$ cat src/hw/rtl/bcl_pkg.sv
// ----------------------------------------------------------------------------
// bcl_pkg
// Shared codes and field positions of the buffer cache LRU manager.
// ----------------------------------------------------------------------------
package bcl_pkg;

   localparam int MODE_W   = 3;
   localparam int STATUS_W = 3;
   localparam int SLOT_W   = 4;

   // Request modes
   typedef enum logic [MODE_W-1:0] {
      MODE_GET       = 3'd0,
      MODE_RELEASE   = 3'd1,
      MODE_FILL      = 3'd2,
      MODE_PIN       = 3'd3,
      MODE_WRITEBACK = 3'd4
   } mode_type;

   // Response status codes
   typedef enum logic [STATUS_W-1:0] {
      ST_READY    = 3'd0,
      ST_NEEDREAD = 3'd1,
      ST_WAIT     = 3'd2,
      ST_NONEFREE = 3'd3,
      ST_DONE     = 3'd4,
      ST_ERROR    = 3'd5
   } status_type;

   // Bit positions in a slot record: flags first, then device, then sector
   localparam int REC_USED  = 0;
   localparam int REC_BUSY  = 1;
   localparam int REC_VALID = 2;
   localparam int REC_DIRTY = 3;
   localparam int REC_FLAGS = 4;

endpackage

$ cat src/hw/rtl/bcl_req_if.sv
// ----------------------------------------------------------------------------
// bcl_req_if
// Request channel: valid/ready handshake carrying mode, device, sector, slot.
// ----------------------------------------------------------------------------
interface bcl_req_if #(
   parameter int DEVICE_BITS = 2,
   parameter int SECTOR_BITS = 10
);
   logic                         valid;
   logic                         ready;
   logic [bcl_pkg::MODE_W-1:0]   mode;
   logic [DEVICE_BITS-1:0]       dev;
   logic [SECTOR_BITS-1:0]       sector;
   logic [bcl_pkg::SLOT_W-1:0]   slot;

   modport source (output valid, mode, dev, sector, slot, input ready);
   modport sink   (input valid, mode, dev, sector, slot, output ready);
endinterface

$ cat src/hw/rtl/bcl_rsp_if.sv
// ----------------------------------------------------------------------------
// bcl_rsp_if
// Response channel: valid/ready handshake carrying status and slot.
// ----------------------------------------------------------------------------
interface bcl_rsp_if;
   logic                          valid;
   logic                          ready;
   logic [bcl_pkg::STATUS_W-1:0]  status;
   logic [bcl_pkg::SLOT_W-1:0]    slot_out;

   modport source (output valid, status, slot_out, input ready);
   modport sink   (input valid, status, slot_out, output ready);
endinterface

$ cat src/hw/rtl/bcl_ram.sv
// ----------------------------------------------------------------------------
// bcl_ram
// Generic simple dual-port RAM: one write port, one registered read port.
// ----------------------------------------------------------------------------
module bcl_ram #(
   parameter int WIDTH = 8,
   parameter int DEPTH = 16
) (
   input  logic                     clock,
   input  logic                     we,
   input  logic [$clog2(DEPTH)-1:0] waddr,
   input  logic [WIDTH-1:0]         wdata,
   input  logic                     re,
   input  logic [$clog2(DEPTH)-1:0] raddr,
   output logic [WIDTH-1:0]         rdata
);

   logic [WIDTH-1:0] mem_ff [DEPTH];
   logic [WIDTH-1:0] q_ff;

   always_ff @(posedge clock) begin
      if (we) begin
         mem_ff[waddr] <= wdata;
      end
      if (re) begin
         q_ff <= mem_ff[raddr];
      end
   end

   assign rdata = q_ff;

endmodule

$ cat src/hw/rtl/bcl_tag_store.sv
// ----------------------------------------------------------------------------
// bcl_tag_store
// Slot record memory (tag and flags); unwritten entries read as all zero.
// ----------------------------------------------------------------------------
module bcl_tag_store #(
   parameter int WIDTH = 16,
   parameter int DEPTH = 16
) (
   input  logic                     clock,
   input  logic                     reset,
   input  logic                     we,
   input  logic [$clog2(DEPTH)-1:0] waddr,
   input  logic [WIDTH-1:0]         wdata,
   input  logic                     re,
   input  logic [$clog2(DEPTH)-1:0] raddr,
   output logic [WIDTH-1:0]         rdata
);

   logic [DEPTH-1:0] vld_ff, vld_in;
   logic             vld_q_ff, vld_q_in;
   logic [WIDTH-1:0] ram_q;

   bcl_ram #(.WIDTH(WIDTH), .DEPTH(DEPTH)) u_ram (
      .clock (clock),
      .we    (we),
      .waddr (waddr),
      .wdata (wdata),
      .re    (re),
      .raddr (raddr),
      .rdata (ram_q)
   );

   always_comb begin
      vld_in = vld_ff;
      if (we) begin
         vld_in[waddr] = 1'b1;
      end
      vld_q_in = re ? vld_ff[raddr] : vld_q_ff;
   end

   always_ff @(posedge clock) begin
      if (reset) begin
         vld_ff   <= '0;
         vld_q_ff <= 1'b0;
      end else begin
         vld_ff   <= vld_in;
         vld_q_ff <= vld_q_in;
      end
   end

   assign rdata = vld_q_ff ? ram_q : '0;

endmodule

$ cat src/hw/rtl/bcl_order_store.sv
// ----------------------------------------------------------------------------
// bcl_order_store
// Recency list memory, position 0 most recent; unwritten positions read as
// their own index.
// ----------------------------------------------------------------------------
module bcl_order_store #(
   parameter int DEPTH = 16
) (
   input  logic                     clock,
   input  logic                     reset,
   input  logic                     we,
   input  logic [$clog2(DEPTH)-1:0] waddr,
   input  logic [$clog2(DEPTH)-1:0] wdata,
   input  logic                     re,
   input  logic [$clog2(DEPTH)-1:0] raddr,
   output logic [$clog2(DEPTH)-1:0] rdata
);

   localparam int IDX_W = $clog2(DEPTH);

   logic [DEPTH-1:0] vld_ff, vld_in;
   logic             vld_q_ff, vld_q_in;
   logic [IDX_W-1:0] raddr_ff, raddr_in;
   logic [IDX_W-1:0] ram_q;

   bcl_ram #(.WIDTH(IDX_W), .DEPTH(DEPTH)) u_ram (
      .clock (clock),
      .we    (we),
      .waddr (waddr),
      .wdata (wdata),
      .re    (re),
      .raddr (raddr),
      .rdata (ram_q)
   );

   always_comb begin
      vld_in = vld_ff;
      if (we) begin
         vld_in[waddr] = 1'b1;
      end
      vld_q_in = re ? vld_ff[raddr] : vld_q_ff;
      raddr_in = re ? raddr : raddr_ff;
   end

   always_ff @(posedge clock) begin
      if (reset) begin
         vld_ff   <= '0;
         vld_q_ff <= 1'b0;
      end else begin
         vld_ff   <= vld_in;
         vld_q_ff <= vld_q_in;
      end
      raddr_ff <= raddr_in;
   end

   assign rdata = vld_q_ff ? ram_q : raddr_ff;

endmodule

$ cat src/hw/rtl/buffer_cache_lru_manager.sv
// A new request is accepted only in the idle state, once the previous result
// is registered for the reply; a receiver holding off a ready result delays it.
// Flag requests (fill done, pin dirty, write back, errors) end in the check state.
// Get walks the recency list one position a cycle through the order and
// record memories; a hit ends the walk early, a miss walks the whole list.
// Release rewrites the list up to the released slot's position. Sync reset.
// ----------------------------------------------------------------------------
// buffer_cache_lru_manager
// Tag and recency manager for a block buffer cache of SLOT_COUNT slots.
// ----------------------------------------------------------------------------
module buffer_cache_lru_manager #(
   parameter int SLOT_COUNT  = 16,
   parameter int SECTOR_BITS = 10,
   parameter int DEVICE_BITS = 2
) (
   input  logic       clock,
   input  logic       reset,
   bcl_req_if.sink    req_chan,
   bcl_rsp_if.source  rsp_chan
);

   localparam int IDX_W  = $clog2(SLOT_COUNT);
   localparam int CNT_W  = IDX_W + 1;
   localparam int SW     = bcl_pkg::SLOT_W;
   localparam int DEV_LO = bcl_pkg::REC_FLAGS;
   localparam int SEC_LO = bcl_pkg::REC_FLAGS + DEVICE_BITS;
   localparam int REC_W  = bcl_pkg::REC_FLAGS + DEVICE_BITS + SECTOR_BITS;
   localparam logic [CNT_W-1:0] N_CNT    = CNT_W'(SLOT_COUNT);
   localparam logic [CNT_W-1:0] LAST_CNT = CNT_W'(SLOT_COUNT - 1);
   localparam logic [7:0]       SLOT_LIMIT = 8'(SLOT_COUNT);

   typedef enum logic [4:0] {
      S_IDLE   = 5'b00001,
      S_CHECK  = 5'b00010,
      S_WALK   = 5'b00100,
      S_MOVE   = 5'b01000,
      S_RESULT = 5'b10000
   } state_type;

   state_type state_ff, state_in;

   logic [bcl_pkg::MODE_W-1:0] mode_ff, mode_in;
   logic [DEVICE_BITS-1:0]     dev_ff, dev_in;
   logic [SECTOR_BITS-1:0]     sec_ff, sec_in;
   logic [SW-1:0]              slot_ff, slot_in;
   logic [IDX_W-1:0]           idx_ff, idx_in;

   logic [CNT_W-1:0] iss_ff, iss_in;
   logic             v1_ff, v1_in;
   logic             last1_ff, last1_in;
   logic [IDX_W-1:0] pos1_ff, pos1_in;
   logic             first_ff, first_in;
   logic             v2_ff, v2_in;
   logic             last2_ff, last2_in;
   logic [IDX_W-1:0] b2_ff, b2_in;
   logic [IDX_W-1:0] cand_ff, cand_in;
   logic             cand_ok_ff, cand_ok_in;
   logic [IDX_W-1:0] carry_ff, carry_in;

   bcl_pkg::status_type hold_status_ff, hold_status_in;
   logic [SW-1:0]       hold_slot_ff, hold_slot_in;

   logic                         rsp_valid_ff, rsp_valid_in;
   logic [bcl_pkg::STATUS_W-1:0] rsp_status_ff, rsp_status_in;
   logic [SW-1:0]                rsp_slot_ff, rsp_slot_in;

   logic             accept;
   logic             walking;
   logic             issue_more;
   logic             out_free;

   logic             rec_we, rec_re;
   logic [IDX_W-1:0] rec_waddr, rec_raddr;
   logic [REC_W-1:0] rec_wdata, rec_rd;
   logic             ord_we, ord_re;
   logic [IDX_W-1:0] ord_waddr, ord_wdata, ord_raddr, ord_rd;

   logic             fin;
   bcl_pkg::status_type fin_status;
   logic [SW-1:0]    fin_slot;

   logic             hit, recyc, cand_now_ok, slot_bad;
   logic [IDX_W-1:0] cand_now;

   bcl_tag_store #(.WIDTH(REC_W), .DEPTH(SLOT_COUNT)) u_tags (
      .clock (clock),
      .reset (reset),
      .we    (rec_we),
      .waddr (rec_waddr),
      .wdata (rec_wdata),
      .re    (rec_re),
      .raddr (rec_raddr),
      .rdata (rec_rd)
   );

   bcl_order_store #(.DEPTH(SLOT_COUNT)) u_order (
      .clock (clock),
      .reset (reset),
      .we    (ord_we),
      .waddr (ord_waddr),
      .wdata (ord_wdata),
      .re    (ord_re),
      .raddr (ord_raddr),
      .rdata (ord_rd)
   );

   assign req_chan.ready    = (state_ff == S_IDLE);
   assign accept            = req_chan.valid && (state_ff == S_IDLE);
   assign rsp_chan.valid    = rsp_valid_ff;
   assign rsp_chan.status   = rsp_status_ff;
   assign rsp_chan.slot_out = rsp_slot_ff;

   assign walking    = (state_ff == S_WALK) || (state_ff == S_MOVE);
   assign issue_more = (iss_ff < N_CNT);
   assign out_free   = !rsp_valid_ff || rsp_chan.ready;

   // record fields of the entry read last cycle
   assign hit = rec_rd[bcl_pkg::REC_USED]
             && (rec_rd[DEV_LO +: DEVICE_BITS] == dev_ff)
             && (rec_rd[SEC_LO +: SECTOR_BITS] == sec_ff);
   assign recyc       = !rec_rd[bcl_pkg::REC_BUSY] && !rec_rd[bcl_pkg::REC_DIRTY];
   assign cand_now_ok = cand_ok_ff || recyc;
   assign cand_now    = recyc ? b2_ff : cand_ff;
   assign slot_bad    = (mode_ff > bcl_pkg::MODE_WRITEBACK) || (8'(slot_ff) >= SLOT_LIMIT);

   // walk pipeline: issue order reads, then record reads one stage later
   always_comb begin
      iss_in   = walking ? (issue_more ? iss_ff + CNT_W'(1) : iss_ff) : '0;
      v1_in    = walking && issue_more;
      last1_in = (iss_ff == LAST_CNT);
      pos1_in  = iss_ff[IDX_W-1:0];
      v2_in    = (state_ff == S_WALK) && v1_ff;
      last2_in = last1_ff;
      b2_in    = ord_rd;
      ord_re    = walking && issue_more;
      ord_raddr = iss_ff[IDX_W-1:0];
      rec_re    = accept || ((state_ff == S_WALK) && v1_ff);
      rec_raddr = (state_ff == S_IDLE) ? IDX_W'(req_chan.slot) : ord_rd;
   end

   always_comb begin
      state_in       = state_ff;
      mode_in        = mode_ff;
      dev_in         = dev_ff;
      sec_in         = sec_ff;
      slot_in        = slot_ff;
      idx_in         = idx_ff;
      first_in       = first_ff;
      cand_in        = cand_ff;
      cand_ok_in     = cand_ok_ff;
      carry_in       = carry_ff;
      hold_status_in = hold_status_ff;
      hold_slot_in   = hold_slot_ff;
      rsp_status_in  = rsp_status_ff;
      rsp_slot_in    = rsp_slot_ff;
      rec_we         = 1'b0;
      rec_waddr      = idx_ff;
      rec_wdata      = rec_rd;
      ord_we         = 1'b0;
      ord_waddr      = pos1_ff;
      ord_wdata      = first_ff ? idx_ff : carry_ff;
      fin            = 1'b0;
      fin_status     = bcl_pkg::ST_DONE;
      fin_slot       = slot_ff;

      unique case (state_ff)
         S_IDLE: begin
            cand_ok_in = 1'b0;
            first_in   = 1'b1;
            if (accept) begin
               mode_in  = req_chan.mode;
               dev_in   = DEVICE_BITS'(req_chan.dev);
               sec_in   = SECTOR_BITS'(req_chan.sector);
               slot_in  = req_chan.slot;
               idx_in   = IDX_W'(req_chan.slot);
               state_in = (req_chan.mode == bcl_pkg::MODE_GET) ? S_WALK : S_CHECK;
            end
         end
         S_CHECK: begin
            priority if (slot_bad) begin
               fin        = 1'b1;
               fin_status = bcl_pkg::ST_ERROR;
            end else if (mode_ff == bcl_pkg::MODE_RELEASE) begin
               if (!rec_rd[bcl_pkg::REC_BUSY]) begin
                  fin        = 1'b1;
                  fin_status = bcl_pkg::ST_ERROR;
               end else begin
                  rec_we                       = 1'b1;
                  rec_wdata[bcl_pkg::REC_BUSY] = 1'b0;
                  state_in                     = S_MOVE;
               end
            end else if (mode_ff == bcl_pkg::MODE_FILL) begin
               rec_we                        = 1'b1;
               rec_wdata[bcl_pkg::REC_VALID] = 1'b1;
               fin                           = 1'b1;
            end else if (mode_ff == bcl_pkg::MODE_PIN) begin
               rec_we                        = 1'b1;
               rec_wdata[bcl_pkg::REC_DIRTY] = 1'b1;
               fin                           = 1'b1;
            end else begin
               fin = 1'b1;
               if (!rec_rd[bcl_pkg::REC_BUSY]) begin
                  fin_status = bcl_pkg::ST_ERROR;
               end else begin
                  rec_we                        = 1'b1;
                  rec_wdata[bcl_pkg::REC_DIRTY] = 1'b0;
               end
            end
         end
         S_WALK: begin
            if (v2_ff) begin
               priority if (hit) begin
                  fin      = 1'b1;
                  fin_slot = SW'(b2_ff);
                  if (rec_rd[bcl_pkg::REC_BUSY]) begin
                     fin_status = bcl_pkg::ST_WAIT;
                  end else begin
                     rec_we                       = 1'b1;
                     rec_waddr                    = b2_ff;
                     rec_wdata[bcl_pkg::REC_BUSY] = 1'b1;
                     fin_status = rec_rd[bcl_pkg::REC_VALID] ? bcl_pkg::ST_READY
                                                             : bcl_pkg::ST_NEEDREAD;
                  end
               end else if (last2_ff) begin
                  fin = 1'b1;
                  if (cand_now_ok) begin
                     // recycle the least recent free clean slot
                     rec_we                          = 1'b1;
                     rec_waddr                       = cand_now;
                     rec_wdata                       = '0;
                     rec_wdata[bcl_pkg::REC_USED]    = 1'b1;
                     rec_wdata[bcl_pkg::REC_BUSY]    = 1'b1;
                     rec_wdata[DEV_LO +: DEVICE_BITS] = dev_ff;
                     rec_wdata[SEC_LO +: SECTOR_BITS] = sec_ff;
                     fin_status = bcl_pkg::ST_NEEDREAD;
                     fin_slot   = SW'(cand_now);
                  end else begin
                     fin_status = bcl_pkg::ST_NONEFREE;
                     fin_slot   = '0;
                  end
               end else begin
                  cand_in    = cand_now;
                  cand_ok_in = cand_now_ok;
               end
            end
         end
         S_MOVE: begin
            // shift each entry one place back until the released slot is reached
            if (v1_ff) begin
               ord_we   = 1'b1;
               carry_in = ord_rd;
               first_in = 1'b0;
               if ((ord_rd == idx_ff) || last1_ff) begin
                  fin = 1'b1;
               end
            end
         end
         S_RESULT: begin
            fin        = 1'b1;
            fin_status = hold_status_ff;
            fin_slot   = hold_slot_ff;
         end
         default: begin
            state_in = S_IDLE;
         end
      endcase

      if (fin) begin
         if (out_free) begin
            rsp_status_in = fin_status;
            rsp_slot_in   = fin_slot;
            state_in      = S_IDLE;
         end else begin
            hold_status_in = fin_status;
            hold_slot_in   = fin_slot;
            state_in       = S_RESULT;
         end
      end
   end

   assign rsp_valid_in = (fin && out_free) || (rsp_valid_ff && !rsp_chan.ready);

   always_ff @(posedge clock) begin
      if (reset) begin
         state_ff     <= S_IDLE;
         rsp_valid_ff <= 1'b0;
         v1_ff        <= 1'b0;
         v2_ff        <= 1'b0;
         cand_ok_ff   <= 1'b0;
         first_ff     <= 1'b1;
         iss_ff       <= '0;
      end else begin
         state_ff     <= state_in;
         rsp_valid_ff <= rsp_valid_in;
         v1_ff        <= v1_in;
         v2_ff        <= v2_in;
         cand_ok_ff   <= cand_ok_in;
         first_ff     <= first_in;
         iss_ff       <= iss_in;
      end
      mode_ff        <= mode_in;
      dev_ff         <= dev_in;
      sec_ff         <= sec_in;
      slot_ff        <= slot_in;
      idx_ff         <= idx_in;
      last1_ff       <= last1_in;
      pos1_ff        <= pos1_in;
      last2_ff       <= last2_in;
      b2_ff          <= b2_in;
      cand_ff        <= cand_in;
      carry_ff       <= carry_in;
      hold_status_ff <= hold_status_in;
      hold_slot_ff   <= hold_slot_in;
      rsp_status_ff  <= rsp_status_in;
      rsp_slot_ff    <= rsp_slot_in;
   end

   a_single_store_write: assert property (@(posedge clock) disable iff (reset)
      !(rec_we && ord_we))
      else $error("record and order memories written in the same cycle");

   a_accept_starts_work: assert property (@(posedge clock) disable iff (reset)
      accept |=> (state_ff == S_CHECK || state_ff == S_WALK))
      else $error("accepted item did not start work");

   a_front_gets_slot: assert property (@(posedge clock) disable iff (reset)
      (state_ff == S_MOVE && v1_ff && first_ff) |-> (ord_waddr == '0 && ord_wdata == idx_ff))
      else $error("released slot not placed at the front of the recency list");

   a_record_write_state: assert property (@(posedge clock) disable iff (reset)
      rec_we |-> (state_ff == S_CHECK || state_ff == S_WALK))
      else $error("record write outside check or walk");

endmodule

$ cat src/flat_wrapper.sv
// flat-port wrapper written by rule: the top's interface ports become plain ports
module buffer_cache_lru_manager_flat 
#(
   parameter int SLOT_COUNT  = 16,
   parameter int SECTOR_BITS = 10,
   parameter int DEVICE_BITS = 2
)
  (clock, reset, req_chan_valid, req_chan_mode, req_chan_dev, req_chan_sector, req_chan_slot, req_chan_ready, rsp_chan_valid, rsp_chan_status, rsp_chan_slot_out, rsp_chan_ready);
  bcl_req_if #(.DEVICE_BITS(DEVICE_BITS), .SECTOR_BITS(SECTOR_BITS)) req_chan_i ();
  bcl_rsp_if rsp_chan_i ();
  input  logic clock;
  input  logic reset;
  input wire logic [$bits(req_chan_i.valid)-1:0] req_chan_valid;
  input wire logic [$bits(req_chan_i.mode)-1:0] req_chan_mode;
  input wire logic [$bits(req_chan_i.dev)-1:0] req_chan_dev;
  input wire logic [$bits(req_chan_i.sector)-1:0] req_chan_sector;
  input wire logic [$bits(req_chan_i.slot)-1:0] req_chan_slot;
  output wire logic [$bits(req_chan_i.ready)-1:0] req_chan_ready;
  output wire logic [$bits(rsp_chan_i.valid)-1:0] rsp_chan_valid;
  output wire logic [$bits(rsp_chan_i.status)-1:0] rsp_chan_status;
  output wire logic [$bits(rsp_chan_i.slot_out)-1:0] rsp_chan_slot_out;
  input wire logic [$bits(rsp_chan_i.ready)-1:0] rsp_chan_ready;
  assign req_chan_i.valid = req_chan_valid;
  assign req_chan_i.mode = req_chan_mode;
  assign req_chan_i.dev = req_chan_dev;
  assign req_chan_i.sector = req_chan_sector;
  assign req_chan_i.slot = req_chan_slot;
  assign req_chan_ready = req_chan_i.ready;
  assign rsp_chan_valid = rsp_chan_i.valid;
  assign rsp_chan_status = rsp_chan_i.status;
  assign rsp_chan_slot_out = rsp_chan_i.slot_out;
  assign rsp_chan_i.ready = rsp_chan_ready;
  buffer_cache_lru_manager #(.SLOT_COUNT(SLOT_COUNT), .SECTOR_BITS(SECTOR_BITS), .DEVICE_BITS(DEVICE_BITS)) u_core (.clock(clock), .reset(reset), .req_chan(req_chan_i), .rsp_chan(rsp_chan_i));
endmodule
$ cat config.mk
export PLATFORM = sky130hd
export DESIGN_NAME = buffer_cache_lru_manager_flat
export DESIGN_NICKNAME = d
export VERILOG_FILES = /design/src/hw/rtl/bcl_pkg.sv /design/src/hw/rtl/bcl_req_if.sv /design/src/hw/rtl/bcl_rsp_if.sv /design/src/hw/rtl/bcl_ram.sv /design/src/hw/rtl/bcl_tag_store.sv /design/src/hw/rtl/bcl_order_store.sv /design/src/hw/rtl/buffer_cache_lru_manager.sv /design/src/flat_wrapper.sv
export SDC_FILE = /design/constraint.sdc
export NUM_CORES = 1
export LEC_CHECK = 0
export BUFFER_PORTS_ARGS = -buffer_cell sky130_fd_sc_hd__buf_4
export CAP_MARGIN = 20
export CORE_MARGIN = 5
export CORE_UTILIZATION = 62
export DETAILED_ROUTE_END_ITERATION = 8
export GPL_ROUTABILITY_DRIVEN = 1
export PLACE_DENSITY = 0.76
export SETUP_SLACK_MARGIN = 0.2
export SKIP_LAST_GASP = 1
export SYNTH_ARGS = -nofsm -noshare
export SYNTH_HDL_FRONTEND = slang
export SYNTH_HIERARCHICAL = 1
export SYNTH_SLANG_ARGS = --single-unit
$ cat constraint.sdc
create_clock -name clock -period 5.5 [get_ports clock]
set_input_delay 0 -clock clock [delete_from_list [all_inputs] [get_ports clock]]
set_output_delay 0 -clock clock [all_outputs]
set_load 0.01 [all_outputs]
==> flow_summary.json <==
{
  "ys.flop_type": "edfxtp_1",
  "combPwrFrac_pct": 6.4,
  "synth_cell_types": 63,
  "synth_top_area_share_pct": 64.6,
  "hold_viol_final": 0,
  "cts_tree": "built",
  "holdWs_ns": 0.185,
  "syn-num-nets": 1052,
  "synth-edff-count": 385,
  "worst_slack_ns": 1.02,
  "port_buffers": 31,
  "area_delta_synth_final_pct": 12.9,
  "status": "completed",
  "seqPwrFrac_pct": 53.2,
  "cts_buffers": 44,
  "critPathMaxFanout": 17,
  "start_util_pct": 62.5,
  "rows": 62,
  "tightest_slew_ns": 0.997,
  "slew_viol_final": 0,
  "place_congestion": 0.889,
  "reg2reg_from": "u_core/u_tags/vld_q_ff",
  "grt_pass1_wl_mm": 58.9,
  "synth_area_per_cell_um2": 17.4,
  "clk_pin_slew_ns": 0.06,
  "yosys_warnings": 6,
  "intPower_mw": 5.53,
  "power.share.switching_pct": 21.1,
  "crit_start": "u_core/u_tags/vld_q_ff",
  "die_h_um": 180,
  "finalSetupTns_ns": 0,
  "required_ns": 5.66,
  "skew_ns": 0.0123,
  "cts_root_buf": "clkbuf_16",
  "worstHoldPathType": "in -> reg",
  "grt-busiest-layer": "met2",
  "fin_area_mm2": 0.0202,
  "grtUsageTotal_pct": 23.5,
  "cp.arrival_ns": 4.63,
  "synthTopCellsByArea": "edfxtp_1, mux4_2, dfxtp_1, mux4_1, nor2_1",
  "wire_per_inst_um": 25.0,
  "slew_headroom_pct": 33.5,
  "worstSetupEndpointType": "flip-flop",
  "antenna_found_initial": 0,
  "ir_worst_vdd_mv": 0.243,
  "multi_input_area_mm2": 0.00488,
  "use_met2_pct": 37.4,
  "finalSetupViolations": 0,
  "grt.overflow.total": 0,
  "cts_resized": 0,
  "drt-pass1-iter-count": 5,
  "diodes": 0,
  "area.sequential_mm2": 0.0127,
  "grt_setup_unrepaired": "no",
  "core-area_mm2": 0.0286,
  "ant_nets": 0,
  "syn_area_mm2": 0.0179,
  "p_sw_mw": 1.48,
  "insertion_delay_ns": 0.54,
  "post_route_cells_drive_above_1_share_pct": 20.1,
  "cp-endpoint": "u_core/u_tags/u_ram/mem_ff[13][1]",
  "pin_count": 32,
  "grt_pass1_vias": 9700,
  "utilization_pct": 70.5,
  "r2r_end": "u_core/u_tags/u_ram/mem_ff[13][1]",
  "post-route-drc-count": 0,
  "pre_cts_slack_ns": 1.14,
  "r2r_setup_slack_ns": 1.02,
  "clock_path_buffers": 3,
  "pwr_density_cell_mw_per_mm2": 347,
  "cts_sinks": 444,
  "min_period_ns": 4.48,
  "cp_slowest_stage_delay_ns": 0.85,
  "maxCapViolCount": 0,
  "cp_slowest_cell": "nor2_2",
  "p_leak_nw": 6.74,
  "async_flop_share_pct": 0,
  "crit_chain": "and2_1, nor2_1, o21ai_1, nor2_1, mux2i_1, o2bb2ai_1, nand3_1, nor2_2",
  "layout.nets": 1132,
  "power_mw": 7.00,
  "grt_max_degree": 50,
  "crit_top_cell": "nor2_1",
  "clock_power_share_pct": 40.4,
  "cp-start-kind": "flip-flop",
  "r2r.worst_path.cells": 8,
  "yosys.area.top_type": "edfxtp_1",
  "die_w_um": 180,
  "dp_cells": 1422,
  "post-dp-hpwl_mm": 22.9,
  "grt_use_met3_pct": 4.02,
  "fin_crit_sh_pct": 81.4,
  "synth_most_common_cell": "edfxtp_1",
  "htree_levels": 2,
  "syn_inst": 1027,
  "design.die.area_mm2": 0.0324,
  "drtIter0Drc": 1133,
  "fmax_mhz": 223,
  "vias": 9815,
  "yosys_register_bits": 444,
  "postCtsSetupBuffers": 0,
  "hold_buffers": 23,
  "synth_common_cells": "edfxtp_1, nor2_1, mux4_2",
  "fillCellCount": 1715,
  "ys_seq_area_share_pct": 71.2,
  "viasPerCell": 6.43,
  "grtUsageMet1_pct": 34.0,
  "place_area_mm2": 0.0186,
  "crit_type": "reg -> reg",
  "hold_depth": 2,
  "wl_mm": 38.2,
  "stdcell_count": 1527
}
-- cells in the final DEF (no fill, tap or decap), types with 20 or more instances in the layout --
cell type	n
nor2_1	77
dfxtp_1	59
and2_1	20
clkbuf_16	46
mux4_1	24
mux2i_1	21
a21oi_1	24
a22oi_1	39
mux2_2	20
mux4_2	60
dlygate4sd3_1	23
nand2_1	42
buf_4	55
edfxtp_1	385
-- cell type report --
cell class                 count  share of cell area, %
inverter                      15                  0.279
sequential                   444                   63.1
tap                          384                   2.38
timing repair buffer          79                   3.28
clock buffer                  59                   5.99
clock inverter                23                  0.818
multi-input combinational    523                   24.2
-- critical path, delay by kind of cell (launching register included) --
family / cells / cell delay [ns]
AOI/OAI and AO/OA: 2 / 0.89
DFF: 1 / 0.71
muxes: 1 / 0.36
and+or+nand+nor: 5 / 2.13
-- cells by family (layout without fill, tap and decap cells) --
group | count (synthesis) | after routing | share of synthesized area, %
buf+inv | 60 | 176 | 1.90
xor+xnor | 22 | 22 | 1.08
flops | 444 | 444 | 71.2
simple gates | 245 | 245 | 6.92
fa+ha+maj | 2 | 2 | 0.140
compound gates | 124 | 124 | 4.93
mux | 130 | 130 | 13.8
-- flip-flops by register name (all words and copies together), names as in the netlist, 2 cells and up --
| signal | cells |
|---|---|
| u_core/rsp_chan.status | 3 |
| u_core/state_ff | 5 |
| u_core/dev_ff | 2 |
| u_core/mode_ff | 3 |
| u_core/iss_ff | 5 |
| u_core/cand_ff | 4 |
| u_core/u_order/u_ram/rdata | 4 |
| u_core/carry_ff | 4 |
| u_core/ord_waddr | 4 |
| u_core/idx_ff | 4 |
| u_core/u_order/vld_ff | 16 |
| u_core/hold_slot_ff | 4 |
| u_core/rsp_chan.slot_out | 4 |
| u_core/u_tags/u_ram/rdata | 16 |
| u_core/u_tags/vld_ff | 16 |
| u_core/hold_status_ff | 3 |
| u_core/sec_ff | 10 |
| u_core/u_order/raddr_ff | 4 |
| u_core/u_tags/u_ram/mem_ff | 256 |
| u_core/u_order/u_ram/mem_ff | 64 |
| u_core/b2_ff | 4 |
-- layer usage --
metal  up-vias  wire [µm]
met5         -          0
met4         0        960
met3        69       2600
met2       427      18700
met1      5055      15900
li1       4264          -
-- worst min path at each step --
stage                     slack, ns                from               end
after CTS                      0.16  req_chan_sector[2]  u_core/sec_ff[2]
after global routing           0.19  req_chan_sector[6]  u_core/sec_ff[6]
after floorplan                 0.1     req_chan_dev[0]  u_core/dev_ff[0]
after detailed placement       0.18  req_chan_sector[2]  u_core/sec_ff[2]
after global placement         0.18  req_chan_sector[4]  u_core/sec_ff[4]
final                          0.19  req_chan_sector[6]  u_core/sec_ff[6]
-- power by group through the flow --
stage / clock network, mW / registers, mW / logic, mW
final: 2.83 / 3.73 / 0.450
after floorplan: 0 / 3.78 / 0.303
after global routing: 3.04 / 3.73 / 0.480
after detailed placement: 0 / 3.79 / 0.426
after CTS: 2.88 / 3.72 / 0.447
after global placement: 0 / 3.79 / 0.417
(Power assumes the default switching activity.)
